==> config.mk <==
export PLATFORM = sky130hd
export DESIGN_NAME = websocket_frame_deframer
export DESIGN_NICKNAME = d
export VERILOG_FILES = /design/src/design/wfd_pkg.sv /design/src/design/wfd_parser.sv /design/src/design/wfd_fifo.sv /design/src/design/wfd_out.sv /design/src/design/websocket_frame_deframer.sv
export SDC_FILE = /design/constraint.sdc
export NUM_CORES = 1
export LEC_CHECK = 0
export BUFFER_PORTS_ARGS = -buffer_cell sky130_fd_sc_hd__buf_2
export CORE_MARGIN = 1
export CORE_UTILIZATION = 30
export CTS_CLUSTER_DIAMETER = 200
export CTS_CLUSTER_SIZE = 20
export DETAILED_ROUTE_END_ITERATION = 8
export GPL_TIMING_DRIVEN = 0
export SLEW_MARGIN = 20
export SYNTH_ARGS = -nofsm -noshare
export SYNTH_HDL_FRONTEND = slang
export SYNTH_SLANG_ARGS = --single-unit
==> constraint.sdc <==
create_clock -name clk -period 5.3 [get_ports clk]
set_clock_uncertainty 0.1 [all_clocks]
set_input_delay 0.795 -clock clk [delete_from_list [all_inputs] [get_ports clk]]
set_output_delay 0.795 -clock clk [all_outputs]
set_load 0.01 [all_outputs]
==> src/design/wfd_pkg.sv <==
`timescale 1ns / 1ps
// ----------------------------------------------------------------------------
// WebSocket deframer package
// Shared types and constants for the frame deframer and its submodules.
// ----------------------------------------------------------------------------
package wfd_pkg;

    localparam int BYTE_W = 8;
    localparam int OPCODE_W = 4;
    localparam int LEN_W = 32;
    localparam int KEY_W = 32;
    localparam int OUT_TDATA_W = 16;
    localparam int FIFO_DEPTH_DEFAULT = 4;

    localparam logic [6:0] LEN16_CODE = 7'd126;

    typedef struct packed {
        logic [BYTE_W-1:0]   data;
        logic [BYTE_W-1:0]   key;
        logic [OPCODE_W-1:0] opcode;
        logic                fin;
        logic                last;
        logic                empty;
    } beat_t;

endpackage

==> src/design/wfd_parser.sv <==
`timescale 1ns / 1ps
// ----------------------------------------------------------------------------
// WebSocket deframer header parser
// Accepts stream bytes, tracks the frame header and classifies payload bytes.
// ----------------------------------------------------------------------------
module wfd_parser
(
    input  logic                        clk,
    input  logic                        rst_n,
    input  logic                        in_valid,
    input  logic                        room,
    input  logic [wfd_pkg::BYTE_W-1:0]  in_data,
    output logic                        push,
    output wfd_pkg::beat_t              push_beat
);

    localparam logic [2:0] PH_HDR0 = 3'd0;
    localparam logic [2:0] PH_HDR1 = 3'd1;
    localparam logic [2:0] PH_EXT  = 3'd2;
    localparam logic [2:0] PH_KEY  = 3'd3;
    localparam logic [2:0] PH_DATA = 3'd4;

    logic [2:0]                    phase_reg, phase_next;
    logic [wfd_pkg::OPCODE_W-1:0]  opcode_reg, opcode_next;
    logic                          fin_reg, fin_next;
    logic                          mask_reg, mask_next;
    logic [2:0]                    hcount_reg, hcount_next;
    logic [wfd_pkg::LEN_W-1:0]     len_reg, len_next;
    logic [wfd_pkg::KEY_W-1:0]     key_reg, key_next;
    logic [1:0]                    pos_reg, pos_next;

    logic                          accept;
    logic                          len_done;
    logic                          hdr_done;
    logic [wfd_pkg::BYTE_W-1:0]    key_byte;

    assign accept = in_valid && room;

    always_comb
    begin
        case (pos_reg)
            2'd0:    key_byte = key_reg[31:24];
            2'd1:    key_byte = key_reg[23:16];
            2'd2:    key_byte = key_reg[15:8];
            default: key_byte = key_reg[7:0];
        endcase
    end

    always_comb
    begin
        phase_next  = phase_reg;
        opcode_next = opcode_reg;
        fin_next    = fin_reg;
        mask_next   = mask_reg;
        hcount_next = hcount_reg;
        len_next    = len_reg;
        key_next    = key_reg;
        pos_next    = pos_reg;
        len_done    = 1'b0;
        hdr_done    = 1'b0;
        push        = 1'b0;
        push_beat   = '0;

        case (phase_reg)
            PH_HDR1:
            begin
                mask_next = in_data[7];
                if (in_data[6:0] < wfd_pkg::LEN16_CODE)
                begin
                    len_next = {{(wfd_pkg::LEN_W-7){1'b0}}, in_data[6:0]};
                    len_done = 1'b1;
                end
                else
                begin
                    len_next    = '0;
                    hcount_next = (in_data[6:0] == wfd_pkg::LEN16_CODE) ? 3'd1 : 3'd7;
                    phase_next  = PH_EXT;
                end
            end
            PH_EXT:
            begin
                len_next = {len_reg[wfd_pkg::LEN_W-9:0], in_data};
                if (hcount_reg == 3'd0)
                begin
                    len_done = 1'b1;
                end
                else
                begin
                    hcount_next = hcount_reg - 3'd1;
                end
            end
            PH_KEY:
            begin
                key_next = {key_reg[wfd_pkg::KEY_W-9:0], in_data};
                if (hcount_reg == 3'd0)
                begin
                    hdr_done = 1'b1;
                end
                else
                begin
                    hcount_next = hcount_reg - 3'd1;
                end
            end
            PH_DATA:
            begin
                pos_next         = pos_reg + 2'd1;
                len_next         = len_reg - 1'b1;
                push             = accept;
                push_beat.data   = in_data;
                push_beat.key    = mask_reg ? key_byte : '0;
                push_beat.opcode = opcode_reg;
                push_beat.fin    = fin_reg;
                push_beat.last   = (len_reg == {{(wfd_pkg::LEN_W-1){1'b0}}, 1'b1});
                push_beat.empty  = 1'b0;
                if (push_beat.last)
                begin
                    phase_next = PH_HDR0;
                end
            end
            default:
            begin
                fin_next    = in_data[7];
                opcode_next = in_data[3:0];
                mask_next   = 1'b0;
                hcount_next = 3'd0;
                len_next    = '0;
                key_next    = '0;
                pos_next    = 2'd0;
                phase_next  = PH_HDR1;
            end
        endcase

        if (len_done)
        begin
            if (mask_next)
            begin
                hcount_next = 3'd3;
                key_next    = '0;
                phase_next  = PH_KEY;
            end
            else
            begin
                hdr_done = 1'b1;
            end
        end

        if (hdr_done)
        begin
            if (len_next == '0)
            begin
                push             = accept;
                push_beat.data   = '0;
                push_beat.key    = '0;
                push_beat.opcode = opcode_reg;
                push_beat.fin    = fin_reg;
                push_beat.last   = 1'b1;
                push_beat.empty  = 1'b1;
                phase_next       = PH_HDR0;
            end
            else
            begin
                pos_next   = 2'd0;
                phase_next = PH_DATA;
            end
        end
    end

    always_ff @(posedge clk or negedge rst_n)
    begin
        if (!rst_n)
        begin
            phase_reg  <= PH_HDR0;
            opcode_reg <= '0;
            fin_reg    <= 1'b0;
            mask_reg   <= 1'b0;
            hcount_reg <= '0;
            len_reg    <= '0;
            key_reg    <= '0;
            pos_reg    <= '0;
        end
        else if (accept)
        begin
            phase_reg  <= phase_next;
            opcode_reg <= opcode_next;
            fin_reg    <= fin_next;
            mask_reg   <= mask_next;
            hcount_reg <= hcount_next;
            len_reg    <= len_next;
            key_reg    <= key_next;
            pos_reg    <= pos_next;
        end
    end

endmodule

==> src/design/wfd_fifo.sv <==
`timescale 1ns / 1ps
// ----------------------------------------------------------------------------
// WebSocket deframer beat queue
// Short queue between the header parser and the output stage.
// ----------------------------------------------------------------------------
module wfd_fifo
#(
    parameter int DEPTH = wfd_pkg::FIFO_DEPTH_DEFAULT
)
(
    input  logic           clk,
    input  logic           rst_n,
    input  logic           push,
    input  wfd_pkg::beat_t push_beat,
    input  logic           pop,
    output wfd_pkg::beat_t pop_beat,
    output logic           full,
    output logic           not_empty
);

    localparam int ADDR_W = (DEPTH > 1) ? $clog2(DEPTH) : 1;
    localparam int CNT_W = $clog2(DEPTH + 1);
    localparam logic [ADDR_W-1:0] LAST_ADDR = ADDR_W'(DEPTH - 1);
    localparam logic [CNT_W-1:0] FULL_CNT = CNT_W'(DEPTH);

    wfd_pkg::beat_t    mem [DEPTH];
    logic [ADDR_W-1:0] wr_ptr_reg, wr_ptr_next;
    logic [ADDR_W-1:0] rd_ptr_reg, rd_ptr_next;
    logic [CNT_W-1:0]  count_reg, count_next;

    assign full      = (count_reg == FULL_CNT);
    assign not_empty = (count_reg != '0);
    assign pop_beat  = mem[rd_ptr_reg];

    always_comb
    begin
        wr_ptr_next = wr_ptr_reg;
        rd_ptr_next = rd_ptr_reg;
        count_next  = count_reg;
        if (push)
        begin
            wr_ptr_next = (wr_ptr_reg == LAST_ADDR) ? '0 : wr_ptr_reg + 1'b1;
        end
        if (pop)
        begin
            rd_ptr_next = (rd_ptr_reg == LAST_ADDR) ? '0 : rd_ptr_reg + 1'b1;
        end
        if (push && !pop)
        begin
            count_next = count_reg + 1'b1;
        end
        else if (pop && !push)
        begin
            count_next = count_reg - 1'b1;
        end
    end

    always_ff @(posedge clk)
    begin
        if (push)
        begin
            mem[wr_ptr_reg] <= push_beat;
        end
    end

    always_ff @(posedge clk or negedge rst_n)
    begin
        if (!rst_n)
        begin
            wr_ptr_reg <= '0;
            rd_ptr_reg <= '0;
            count_reg  <= '0;
        end
        else
        begin
            wr_ptr_reg <= wr_ptr_next;
            rd_ptr_reg <= rd_ptr_next;
            count_reg  <= count_next;
        end
    end

endmodule

==> src/design/wfd_out.sv <==
`timescale 1ns / 1ps
// ----------------------------------------------------------------------------
// WebSocket deframer output stage
// Unmasks queued payload beats and holds them in the output register.
// ----------------------------------------------------------------------------
module wfd_out
(
    input  logic                             clk,
    input  logic                             rst_n,
    input  logic                             avail,
    input  wfd_pkg::beat_t                   beat,
    output logic                             pop,
    output logic                             out_valid,
    input  logic                             out_ready,
    output logic [wfd_pkg::OUT_TDATA_W-1:0]  out_data,
    output logic                             out_last,
    output logic                             out_user
);

    logic                            valid_reg, valid_next;
    logic [wfd_pkg::BYTE_W-1:0]      byte_reg;
    logic [wfd_pkg::OPCODE_W-1:0]    opcode_reg;
    logic                            fin_reg;
    logic                            last_reg;
    logic                            empty_reg;

    assign pop = avail && (!valid_reg || out_ready);

    always_comb
    begin
        valid_next = valid_reg;
        if (pop)
        begin
            valid_next = 1'b1;
        end
        else if (out_ready)
        begin
            valid_next = 1'b0;
        end
    end

    always_ff @(posedge clk or negedge rst_n)
    begin
        if (!rst_n)
        begin
            valid_reg <= 1'b0;
        end
        else
        begin
            valid_reg <= valid_next;
        end
    end

    always_ff @(posedge clk)
    begin
        if (pop)
        begin
            byte_reg   <= beat.data ^ beat.key;
            opcode_reg <= beat.opcode;
            fin_reg    <= beat.fin;
            last_reg   <= beat.last;
            empty_reg  <= beat.empty;
        end
    end

    assign out_valid = valid_reg;
    assign out_data  = {{(wfd_pkg::OUT_TDATA_W - wfd_pkg::BYTE_W - wfd_pkg::OPCODE_W - 1){1'b0}},
                        fin_reg, opcode_reg, byte_reg};
    assign out_last  = last_reg;
    assign out_user  = empty_reg;

endmodule

==> src/design/websocket_frame_deframer.sv <==
`timescale 1ns / 1ps
// ----------------------------------------------------------------------------
// WebSocket frame deframer
// Parses received WebSocket frames byte by byte and delivers unmasked payload.
// ----------------------------------------------------------------------------
// Channel  Dir  Signals                      Contents
// s        in   s_tvalid s_tready s_tdata    one received stream byte per beat
// m        out  m_tvalid m_tready m_tdata    payload byte, opcode, FIN bit
//               m_tlast m_tuser              last byte of frame, empty frame
//
// One byte is accepted every cycle while the beat queue has room; its result
// is written into the queue at that edge, then to the output register when free.
// Header bytes produce no beat except the one closing a zero-length frame.
// Reset clears the parser, queue pointers and output valid at once.
// A stalled output fills the queue; input stalls once the queue is full.
// ----------------------------------------------------------------------------
module websocket_frame_deframer
#(
    parameter int FIFO_DEPTH = wfd_pkg::FIFO_DEPTH_DEFAULT
)
(
    input  logic                             clk,
    input  logic                             rst_n,
    input  logic                             s_tvalid,
    output logic                             s_tready,
    input  logic [wfd_pkg::BYTE_W-1:0]       s_tdata,   // [7:0] data_byte
    output logic                             m_tvalid,
    input  logic                             m_tready,
    output logic [wfd_pkg::OUT_TDATA_W-1:0]  m_tdata,   // [7:0] payload_byte,
                                                        // [11:8] opcode,
                                                        // [12] final_fragment
    output logic                             m_tlast,
    output logic                             m_tuser    // [0] empty_res
);

    logic           push;
    wfd_pkg::beat_t push_beat;
    logic           pop;
    wfd_pkg::beat_t pop_beat;
    logic           full;
    logic           not_empty;

    assign s_tready = !full;

    wfd_parser u_parser
    (
        .clk       (clk),
        .rst_n     (rst_n),
        .in_valid  (s_tvalid),
        .room      (!full),
        .in_data   (s_tdata),
        .push      (push),
        .push_beat (push_beat)
    );

    wfd_fifo #(.DEPTH(FIFO_DEPTH)) u_fifo
    (
        .clk       (clk),
        .rst_n     (rst_n),
        .push      (push),
        .push_beat (push_beat),
        .pop       (pop),
        .pop_beat  (pop_beat),
        .full      (full),
        .not_empty (not_empty)
    );

    wfd_out u_out
    (
        .clk       (clk),
        .rst_n     (rst_n),
        .avail     (not_empty),
        .beat      (pop_beat),
        .pop       (pop),
        .out_valid (m_tvalid),
        .out_ready (m_tready),
        .out_data  (m_tdata),
        .out_last  (m_tlast),
        .out_user  (m_tuser)
    );

endmodule

# == Yosys cells after proc, flatten, opt, wreduce, memory -nomap -nowiden ==
# Memories as Yosys holds them, arrays and structs flattened.
# Index checks and enable logic that the tools add are counted.
# word_totals
regBits,101
mem_bits_rw,92
inputBits,12
wordCells,104
memories,1
# memory_table
name,depth,word_bits,rd,rd_ports_with_merged_regs,write_ports,line,source
u_fifo.mem,4,23,1,0,1,wfd_fifo.sv:26,wfd_pkg::beat_t mem [DEPTH];
# classes
reduce_logical,21
n_mux,44
n_lt_le_gt_ge,1
bitwise,2
n_addsub,7
n_eq_ne,11
# op_table
operator,count
32-bit case mux with 4 select lines,1
23-bit 2-to-1 mux,3
32-bit 2-to-1 mux,2
32-bit case mux with 2 select lines,1
3-bit 2-to-1 mux,13
"32-bit by 1-bit equality test with 1-bit output, second input constant",1
32-bit logical NOT,1
"32-bit by 1-bit subtractor with 32-bit output, second input constant",1
8-bit case mux with 3 select lines,1
3-bit case mux with 3 select lines,2
1-bit 2-to-1 mux,12
3-bit OR reduction,3
2-bit 2-to-1 mux,4
8-bit 2-to-1 mux,1
8-bit bitwise XOR,1
"7-bit equality test, second input constant",1
"7-bit < comparator, second input constant",1
7-bit 2-to-1 mux,1
"2-bit by 1-bit adder with 2-bit output, second input constant",3
"2-bit equality test, second input constant",3
"3-bit by 2-bit equality test with 1-bit output, second input constant",2
"3-bit equality test, second input constant",2
"3-bit by 1-bit subtractor with 3-bit output, second input constant",2
1-bit logical AND,4
15 further kinds,20

# == Depth between registers and ports, before layout ==
# Gate-level depths: netlist (run 1).
# logic_depth
ltp_word,10
ltp_mapped,17

# == Modules after synthesis ==
# From an unflattened synthesis (run 1), not the netlist that was laid out.
# hier_totals
cells_unflattened,802
hier_area_um2,9764.4
# by_module_without_submodules
module,area_each_um2,n_inst,cells_each
wfd_parser,5382.7,1,611
wfd_fifo,3779.9,1,158
wfd_out,598.1,1,32
websocket_frame_deframer,3.8,1,1

# == Worst setup path after synthesis (run 1) ==
# No wires, ideal clock.
# synth_timing
path_type,register -> register
start,reg u_parser.len_reg[0] in the netlist's numbering
end,reg u_fifo.count_reg[2]
path_buffers,1
path_stages_with_launch,18
slack_ns,1.190
setup_ns,0.079
synth_period_minus_slack_ns,4.110
arrival_time_ns,3.931
cell_sequence,dfrtp_1 > inv_1 > ha_1 > or4b_1 > or4_1 > clkbuf_1 > o21a_1 > nor4_2 > o2111ai_1 > a211oi_2 > nand4_2 > a21oi_4 > ha_1 > inv_1 > fa_1 > xor2_1 > nor2_1 > xor2_1
# synth_between
elab_chain_len,8
# synth_rtl
item,line,source
"start, declared",wfd_parser.sv:28,"logic [wfd_pkg::LEN_W-1:0] len_reg, len_next;"
"start signal, assigned",wfd_parser.sv:188,len_reg <= len_next;
32-bit by 1-bit subtractor with 32-bit output,wfd_parser.sv:107,len_next = len_reg - 1'b1;
32-bit case mux with 4 select lines (*),wfd_parser.sv:64,case (phase_reg)
32-bit logical NOT (*),wfd_parser.sv:149,if (len_next == '0)
1-bit 2-to-1 mux (*),wfd_parser.sv:149,
1-bit 2-to-1 mux (*),wfd_parser.sv:147,if (hdr_done)
via push,websocket_frame_deframer.sv:36,logic push;
1-bit logical NOT,wfd_fifo.sv:52,else if (pop && !push)
1-bit logical AND,wfd_fifo.sv:52,
2-bit nonzero test (no line),n/a,
"end signal, assigned",wfd_fifo.sv:78,count_reg <= count_next;
"end, declared",wfd_fifo.sv:29,"logic [CNT_W-1:0] count_reg, count_next;"
# The timed path passes the listed nets; every way through them passes the cells marked *.
# A chain may end at the register's enable or synchronous reset.

# == Worst setup path after layout (run 1) ==
# layout_timing
start,reg u_parser.phase_reg[0]
end,reg u_fifo.count_reg[2]
# layout_between
elab_chain_len,9
# layout_rtl
item,line,source
"start, declared",wfd_parser.sv:23,"logic [2:0] phase_reg, phase_next;"
"start signal, assigned",wfd_parser.sv:183,phase_reg <= phase_next;
branches (longest 5 deep; another with 32-bit case mux with 4 select lines),n/a,
1-bit 2-to-1 mux (*),wfd_parser.sv:147,
via push,websocket_frame_deframer.sv:36,
1-bit logical NOT,wfd_fifo.sv:52,
1-bit logical AND,wfd_fifo.sv:52,
2-bit nonzero test (no line),n/a,
# Mark *: on every way through the listed nets, which the timed path passes.

==> reports/results.txt, run 1 <==
post-cts sizing count - 0
crit path DAT - 5.19 ns
CP Cell Sequence - clkbuf_1, buf_1, buf_2, buf_1, mux2i_1, o22ai_1, nor2_1, nand4_2, a21oi_4, ha_1, inv_1, fa_1, xor2_1, nor2_1, xor2_1
IO Pins - 32
sequential area share after synthesis - 0.555
Post-Syn Area - 0.00967 mm²
first-pass GRT wire length - 39500 µm
Post-Synthesis Cells - 822
ranking of synthesized cells by area - edfxtp_1 33%, dfrtp_1 22%, a22o_1 3.6%, xor2_1 3.5%, mux4_2 3.5%
Root Buffer - clkbuf_16
area share of the largest cell type after synthesis - 0.332
Synth area leader - edfxtp_1
final hold vios - 0
Max Freq - 0.203 GHz
Pleak - 4.26 nW
slew margin rel. - 0.458
chip height - 182 µm
count leader, synth - edfxtp_1
pwr dens - 566 mW/mm²
CP Buf/Inv Count - 5
Hold Path Class - in -> async
HPWL after detailed placement - 17000 µm
Synth cell types - 75
length in cells of the worst reg-to-reg path - 15
average size of a mapped cell - 11.8 µm²
layout cell share with drive strength beyond 1 - 0.139
Async SR Flop Fraction - 0.446
CTS tree - yes
largest net degree at the start of global routing - 64
Inst Count DP - 1255
Sink Count - 193
Wirelength per Cell - 19.5 µm
IO Port Bufs - 28
Reg area - 0.00537 mm²
1st-iter DRT viols - 781
drt drc - 0
Worst R2R Setup Slack - 0.38 ns
CP Launch Type - register
ys flop type - edfxtp_1
CP Capture Type - register
Req. time, crit path - 5.57 ns
Worst-Skew Late Latency - 0.45 ns
RR Endpoint - u_fifo.count_reg[2]
multi-input logic area - 0.00398 mm²
Slowest-stage cell, CP - buf_1
n_diodes - 0
starting density of the core - 0.306
vias in the first global route - 6766
post-CTS setup repair buffer count - 0
Setup Slack @ Placement - 0.317 ns
gp weighted congestion - 0.933
Post-CTS Hold Buffers - 0
initial antenna violation count - 0
endpoints failing setup - 0
final core occ - 0.348
clk slew on worst S/H paths - 0.08 ns
Filler cells - 3067
RSZ-0062 raised after global routing - no
min Tclk post-route - 4.92 ns
Worst Tran Pin Value - 0.810 ns
number of flops mapped to enable cells by yosys - 107
worst r2r src - u_parser.phase_reg[0]
MaxCap Viol Count - 0
crit-path max cell delay - 0.64 ns
Core Box Area - 0.0316 mm²
DRT Pass-1 Iters - 8
Peak VDD IR - 0.264 mV
Max FO, Critical Path - 10
Final WS setup - 0.380 ns
total track usage - 0.156
grt ovf - 0
post-route insts no fill - 1287
CTS Buf Count - 17
status - complete, no violations
max reg flops - 92
CP startpoint - u_parser.phase_reg[0]
Final TNS setup - 0 ns
crit-path leading delay family - buffers and inverters
synth warn - 0
nets@finish - 899
Bufs on Longest Clock Path - 2
DR vias - 7049
final count of pins violating max slew - 0
period utilization - 0.928
ANT nets after route - 0
CTS H-tree lvls - 4
Routed WL - 25100 µm
die footprint - 0.0330 mm²
Synth top cells by count - 107 x edfxtp_1, 86 x dfrtp_1, 67 x nor2_1, 52 x nand2_1, 50 x o21ai_0
row cnt - 65
P&R area growth vs syn - 13.9%
die span in x - 182 µm
#FFs+latches synth - 193
Avg Vias per Cell - 5.48
WS Path Type - reg -> reg
worst max path at each step:
stage	endpoint	cells after the start
floorplan	u_fifo.count_reg[2]	17
global placement	u_fifo.mem[0][20]	12
detailed placement	u_fifo.mem[1][19]	12
CTS	u_fifo.mem[1][0]	12
global route	u_fifo.count_reg[2]	16
finish	u_fifo.count_reg[2]	15
metrics by stage:
stage	total power [mW]	instance area, µm²	hold slack [ns]
final	6.24	11000	0.101
after global routing	6.59	11000	0.104
after CTS	6.22	11000	0.0959
after detailed placement	4.86	10400	0.386
after global placement	4.82	10300	0.370
after floorplan	4.06	9680	0.342
cell usage in the layout, fill, tap and decap left out, types with 6 or more instances in the layout:
master and count:
a21oi_1 35, a222oi_1 8, a22o_1 40, and2_1 13, buf_1 7, buf_2 30
buf_4 6, clkbuf_1 46, clkbuf_16 17, clkinv_8 7, dfrtp_1 86, edfxtp_1 107
ha_1 14, inv_1 19, mux2_2 12, mux2i_1 19, mux4_2 15, nand2_1 52
nand2b_1 7, nand3_1 9, nand4_1 7, nor2_1 67, nor3_1 22, nor4_1 17
o21ai_0 50, o22ai_1 7, xnor2_1 15, xor2_1 39
power breakdown:
group	total, mW	internal [mW]	switching [mW]
combinational	2.79	1.03	1.76
clock	1.35	0.658	0.692
sequential	2.10	1.91	0.191
total	6.24	3.59	2.65
routing by layer:
metal | wire length [µm] | up-vias | global-route usage
li1 | - | 3197 | -
met1 | 10900 | 3483 | 0.206
met2 | 11800 | 303 | 0.250
met3 | 1580 | 66 | 0.0277
met4 | 760 | 0 | 0.0698
met5 | 0 | - | 0
layout make-up:
class                   count  area share
plain buffers              64      0.0256
clock buffers              17      0.0386
clock inverters            15      0.0194
inverters                  19     0.00647
multi-input cells         548       0.362
flip-flops and latches    193       0.487
well taps                 402      0.0457
repair buffers             29      0.0158
cell families (layout without fill, tap and decap cells):
| kind of cell | count (synthesis) | in the layout | synth area share |
|---|---|---|---|
| and+or+nand+nor | 237 | 237 | 0.130 |
| buffers and inverters | 83 | 144 | 0.0365 |
| DFF | 193 | 193 | 0.555 |
| adders and majority gates | 15 | 15 | 0.0202 |
| xor gates and xnor gates | 54 | 54 | 0.0489 |
| AOI/OAI and AO/OA | 191 | 191 | 0.138 |
| other | 1 | 3 | 0.000388 |
| muxes | 48 | 48 | 0.0709 |
(Power assumes the default switching activity.)
==> run 2, diff against run 1 <==
- CORE_UTILIZATION: 30 -> 57
- CTS_BUF_LIST: default -> sky130_fd_sc_hd__clkbuf_8
- PLACE_DENSITY: default -> 0.74
==> reports/results.txt, run 2 (same netlist as run 1, synthesis figures left out) <==
CP Capture Type - register
nets@finish - 900 (+0.11%)
die footprint - 0.0175 mm² (-47%)
Max Freq - 0.207 GHz (+1.8%)
endpoints failing setup - 0 (unchanged)
Hold Path Class - in -> async
slew margin rel. - 0.385 (-0.0725)
Peak VDD IR - 0.291 mV (+10%)
final count of pins violating max slew - 0 (unchanged)
Worst Tran Pin Value - 0.920 ns (+0.110 ns)
Pleak - 4.16 nW (-2.5%)
vias in the first global route - 7090 (+4.8%)
ANT nets after route - 0 (unchanged)
RSZ-0062 raised after global routing - no
starting density of the core - 0.583 (+0.278)
most frequent cells in the layout - 107 x edfxtp_1, 86 x dfrtp_1, 67 x nor2_1
Worst-Skew Late Latency - 0.46 ns (about the same)
Filler cells - 1314 (-57%)
post-CTS setup repair buffer count - 0 (unchanged)
DR vias - 7138 (+1.3%)
layout cell share with drive strength beyond 1 - 0.139 (-0.000157)
Core Box Area - 0.0166 mm² (-48%)
WS Path Type - reg -> reg
1st-iter DRT viols - 658 (-16%)
gp weighted congestion - 0.984 (+5.5%)
MaxCap Viol Count - 0 (unchanged)
CTS tree - yes
max reg flops - 92 (unchanged)
die span in x - 132 µm (-27%)
period utilization - 0.912 (-0.0166)
Bufs on Longest Clock Path - 2 (unchanged)
DP Area - 0.0101 mm² (-2.2%)
Req. time, crit path - 5.58 ns (about the same)
Sink Count - 193 (unchanged)
Final TNS setup - 0 ns (unchanged)
Max FO, Critical Path - 10 (unchanged)
total track usage - 0.295 (+0.139)
CTS Buf Count - 17 (unchanged)
post-cts sizing count - 0 (unchanged)
largest net degree at the start of global routing - 56 (-13%)
Wirelength per Cell - 22.4 µm (+15%)
Final Instance Area - 0.0105 mm² (-4.3%)
Routed WL - 24700 µm (-1.2%)
Root Buffer - clkbuf_8
HPWL after detailed placement - 17400 µm (+2.4%)
IO Pins - 32 (unchanged)
min Tclk post-route - 4.83 ns (-0.0880 ns)
P&R area growth vs syn - 8.95%
crit path DAT - 5.11 ns (-0.08 ns)
row cnt - 47 (-28%)
first-pass GRT wire length - 39100 µm (-1.0%)
chip height - 132 µm (-27%)
drt drc - 0 (unchanged)
initial antenna violation count - 1 (+1)
n_diodes - 0 (unchanged)
grt ovf - 0 (unchanged)
most common cell after layout, fill and taps aside - edfxtp_1
CP Launch Type - register
status - complete, no violations
clk slew on worst S/H paths - 0.10 ns (+0.02 ns)
Avg Vias per Cell - 6.45 (+18%)
final hold vios - 0 (unchanged)
IO Port Bufs - 28 (unchanged)
DRT Pass-1 Iters - 5 (-3)
CTS H-tree lvls - 4 (unchanged)
Post-CTS Hold Buffers - 0 (unchanged)
pwr dens - 557 mW/mm² (-1.7%)
==> run 2: path summary, 6_finish.rpt <==
| path | startpoint | slack [ns] | cells after the start | end |
|---|---|---|---|---|
| setup / recovery | u_parser.phase_reg[0] | 0.47 | 16 | u_fifo.count_reg[2] |
| hold / removal | rst_n | 0.17 | 1 | u_parser.len_reg[22] |
| setup reg to reg | u_parser.phase_reg[0] | 0.47 | 16 | u_fifo.count_reg[2] |
| hold reg to reg | u_parser.opcode_reg[3] | 0.39 | 2 | u_parser.opcode_reg[3] |
| max in group asynchronous | rst_n | 4.29 | 2 | u_parser.key_reg[12] |
| min in group clk | u_parser.opcode_reg[3] | 0.39 | 2 | u_parser.opcode_reg[3] |
==> run 2: stage by stage <==
stage	instances	setup WS (ns)	hold WS (ns)	utilization	total power, mW
2_1_floorplan	824	1.19	0.342	-	4.06
3_3_place_gp	1072	0.422	0.360	0.609	4.82
3_5_place_dp	1074	0.353	0.372	0.612	4.89
4_1_cts	1106	0.341	0.167	0.635	5.82
5_1_grt	1106	0.255	0.179	0.636	6.19
6_report	1106	0.468	0.169	0.636	5.87
==> run 2: final cells by class <==
class	count	area, µm²	area share
Clock inverter	15	154	0.0146
Buffer	64	282	0.0267
Tap cell	220	275	0.0261
Multi-Input combinational cell	548	3980	0.377
Sequential cell	193	5370	0.509
Inverter	19	71.3	0.00677
Timing Repair Buffer	30	181	0.0172
Clock buffer	17	234	0.0222
==> run 2: worst max-delay path: stages (launching register included) <==
cell and delay, ns:
dfrtp_1 0.41, clkbuf_1 0.45, buf_1 0.60, buf_2 0.45
mux2i_1 0.23, nor2_1 0.08, a211oi_1 0.27, nand4_1 0.25
nor3_1 0.28, nand4_2 0.23, a21oi_4 0.30, ha_1 0.23
inv_1 0.06, fa_1 0.37, xor2_1 0.17, nor2_1 0.12
xor2_1 0.15
==> run 2: power breakdown <==
group / leakage (nW) / total (mW) / internal (mW) / switching (mW)
combinational: 1.79 / 2.84 / 1.03 / 1.81
clock: 0.194 / 0.932 / 0.387 / 0.545
sequential: 2.18 / 2.10 / 1.91 / 0.191
total: 4.16 / 5.87 / 3.33 / 2.54
==> run 2: routing by layer <==
| layer | track usage | vias to the layer above | routed length (µm) |
|---|---|---|---|
| met5 | 0 | - | 0 |
| met4 | 0.120 | 0 | 781 |
| met3 | 0.0565 | 69 | 2040 |
| met2 | 0.459 | 370 | 11700 |
| met1 | 0.411 | 3511 | 10200 |
| li1 | - | 3188 | - |
==> run 3, diff against run 2 <==
- RECOVER_POWER: default -> 50
==> reports/results.txt, run 3 (same netlist as run 1, synthesis figures left out) <==
Hold Crit Depth - 2
gp weighted congestion - 0.984 (unchanged)
IO Port Bufs - 28 (unchanged)
status - complete, but fails checks
RR Endpoint - u_fifo.count_reg[2]
WS Path Type - reg -> reg
worst r2r src - u_parser.phase_reg[0]
clk slew on worst S/H paths - 0.10 ns (about the same)
drt drc - 0 (unchanged)
Bufs on Longest Clock Path - 2 (unchanged)
Avg Vias per Cell - 6.44 (-0.16%)
final core occ - 0.632 (-0.00324)
DRT Pass-1 Iters - 6 (+1)
IO Pins - 32 (unchanged)
Wirelength per Cell - 22.4 µm (+0.12%)
CP Buf/Inv Count - 4 (unchanged)
min Tclk post-route - 4.84 ns (+0.00668 ns)
CTS Buf Count - 17 (unchanged)
post-CTS setup repair buffer count - 0 (unchanged)
crit-path leading delay family - buffers and inverters
CP Cell Sequence - clkbuf_1, clkbuf_1, buf_2, mux2i_1, nor2_1, a211oi_1, nand4_1, nor3_1, nand4_2, a21oi_4, ha_1, inv_1, fa_1, xor2_1, nor2_1, xor2_1
P&R area growth vs syn - 8.40%
vias in the first global route - 7090 (unchanged)
Hold Path Class - reg -> reg
max reg flops - 92 (unchanged)
CP Launch Type - register
first-pass GRT wire length - 39100 µm (unchanged)
Post-CTS Hold Buffers - 0 (unchanged)
most frequent cells in the layout - 107 x edfxtp_1, 86 x dfrtp_1, 68 x clkbuf_1
Peak VDD IR - 0.290 mV (-0.39%)
initial antenna violation count - 1 (unchanged)
HPWL after detailed placement - 17400 µm (unchanged)
Slowest-stage cell, CP - clkbuf_1
Final TNS setup - 0 ns (unchanged)
MaxCap Viol Count - 2 (+2)
hold_ws - 0.390 ns (+0.220 ns)
total track usage - 0.295 (unchanged)
CP Capture Type - register
Req. time, crit path - 5.58 ns (about the same)
Max Freq - 0.207 GHz (-0.14%)
Pleak - 4.10 nW (-1.5%)
chip height - 132 µm (unchanged)
CTS tree - yes
Routed WL - 24800 µm (+0.21%)
ANT nets after route - 0 (unchanged)
Root Buffer - clkbuf_8
die span in x - 132 µm (unchanged)
Worst R2R Setup Slack - 0.46 ns (about the same)
DR vias - 7133 (-0.070%)
final hold vios - 0 (unchanged)
CTS H-tree lvls - 4 (unchanged)
Worst-Skew Late Latency - 0.46 ns (about the same)
Hold Startpoint - u_parser.opcode_reg[3]
row cnt - 47 (unchanged)
crit path DAT - 5.12 ns (about the same)
die footprint - 0.0175 mm² (unchanged)
Max FO, Critical Path - 10 (unchanged)
Core Box Area - 0.0166 mm² (unchanged)
Sink Count - 193 (unchanged)
post-cts sizing count - 0 (unchanged)
pwr dens - 557 mW/mm² (+0.13%)
endpoints failing setup - 0 (unchanged)
Worst Tran Pin Value - 2.46 ns (+1.54 ns)
1st-iter DRT viols - 692 (+5.2%)
period utilization - 0.913 (+0.00126)
violations in the final reports - capacitance limit, slew limit
crit-path max cell delay - 0.60 ns (about the same)
layout cell share with drive strength beyond 1 - 0.114 (-0.0248)
nets@finish - 900 (unchanged)
grt ovf - 0 (unchanged)
length in cells of the worst reg-to-reg path - 16 (unchanged)
starting density of the core - 0.583 (unchanged)
largest net degree at the start of global routing - 56 (unchanged)
final count of pins violating max slew - 89 (+89)
Worst Hold Path EP - u_parser.opcode_reg[3]
RSZ-0062 raised after global routing - no
slew margin rel. - -0.640 (-1.03)
most common cell after layout, fill and taps aside - edfxtp_1
## run 3: cell type report
type                    instances  area, µm²
clock inverters                15        154
plain buffers                  64        282
repair buffers                 30        134
flip-flops and latches        193       5370
well taps                     220        275
fillers                      1331       6100
diodes                          1       2.50
multi-input cells             548       3970
clock buffers                  17        234
inverters                      19       71.3
## run 3: how the worst max path moves through the flow
| stage | end | slack, ns | cells past startpoint | start |
|---|---|---|---|---|
| 3_3_place_gp | u_fifo.mem[0][20] | 0.42 | 12 | u_parser.len_reg[0] |
| 2_1_floorplan | u_fifo.count_reg[2] | 1.19 | 17 | u_parser.len_reg[0] |
| 3_5_place_dp | u_fifo.mem[2][20] | 0.35 | 12 | u_parser.len_reg[0] |
| 5_1_grt | u_fifo.count_reg[2] | 0.25 | 17 | u_parser.len_reg[0] |
| 4_1_cts | u_fifo.mem[2][5] | 0.34 | 12 | u_parser.len_reg[0] |
| 6_report | u_fifo.count_reg[2] | 0.46 | 16 | u_parser.phase_reg[0] |
## run 3: where the power goes
part | leakage (nW) | total, mW | switching, mW | internal (mW)
Clock | 0.194 | 0.933 | 0.546 | 0.387
Sequential | 2.18 | 2.10 | 0.191 | 1.91
Combinational | 1.73 | 2.81 | 1.80 | 1.01
## run 3: per-stage QoR
step | power [mW] | setup WS [ns] | cells | instance area [µm²]
after CTS | 5.82 | 0.341 | 1106 | 10500
final | 5.85 | 0.462 | 1107 | 10500
after floorplan | 4.06 | 1.19 | 824 | 9680
after global routing | 6.16 | 0.255 | 1106 | 10500
after detailed placement | 4.89 | 0.353 | 1074 | 10100
after global placement | 4.82 | 0.422 | 1072 | 10100
## run 3: routing by layer
metal / global-route usage / vias to the layer above / share of wire
li1: - / 3182 / -
met5: 0 / - / 0
met1: 0.411 / 3501 / 0.41
met2: 0.459 / 379 / 0.47
met3: 0.0565 / 71 / 0.086
met4: 0.120 / 0 / 0.032
## run 3: worst register-to-register path, stage by stage, from the launching register on
cell,delay [ns]
dfrtp_1,0.40
clkbuf_1,0.44
clkbuf_1,0.60
buf_2,0.46
mux2i_1,0.23
nor2_1,0.08
a211oi_1,0.28
nand4_1,0.26
nor3_1,0.29
nand4_2,0.23
a21oi_4,0.30
ha_1,0.23
inv_1,0.06
fa_1,0.37
xor2_1,0.17
nor2_1,0.12
xor2_1,0.15
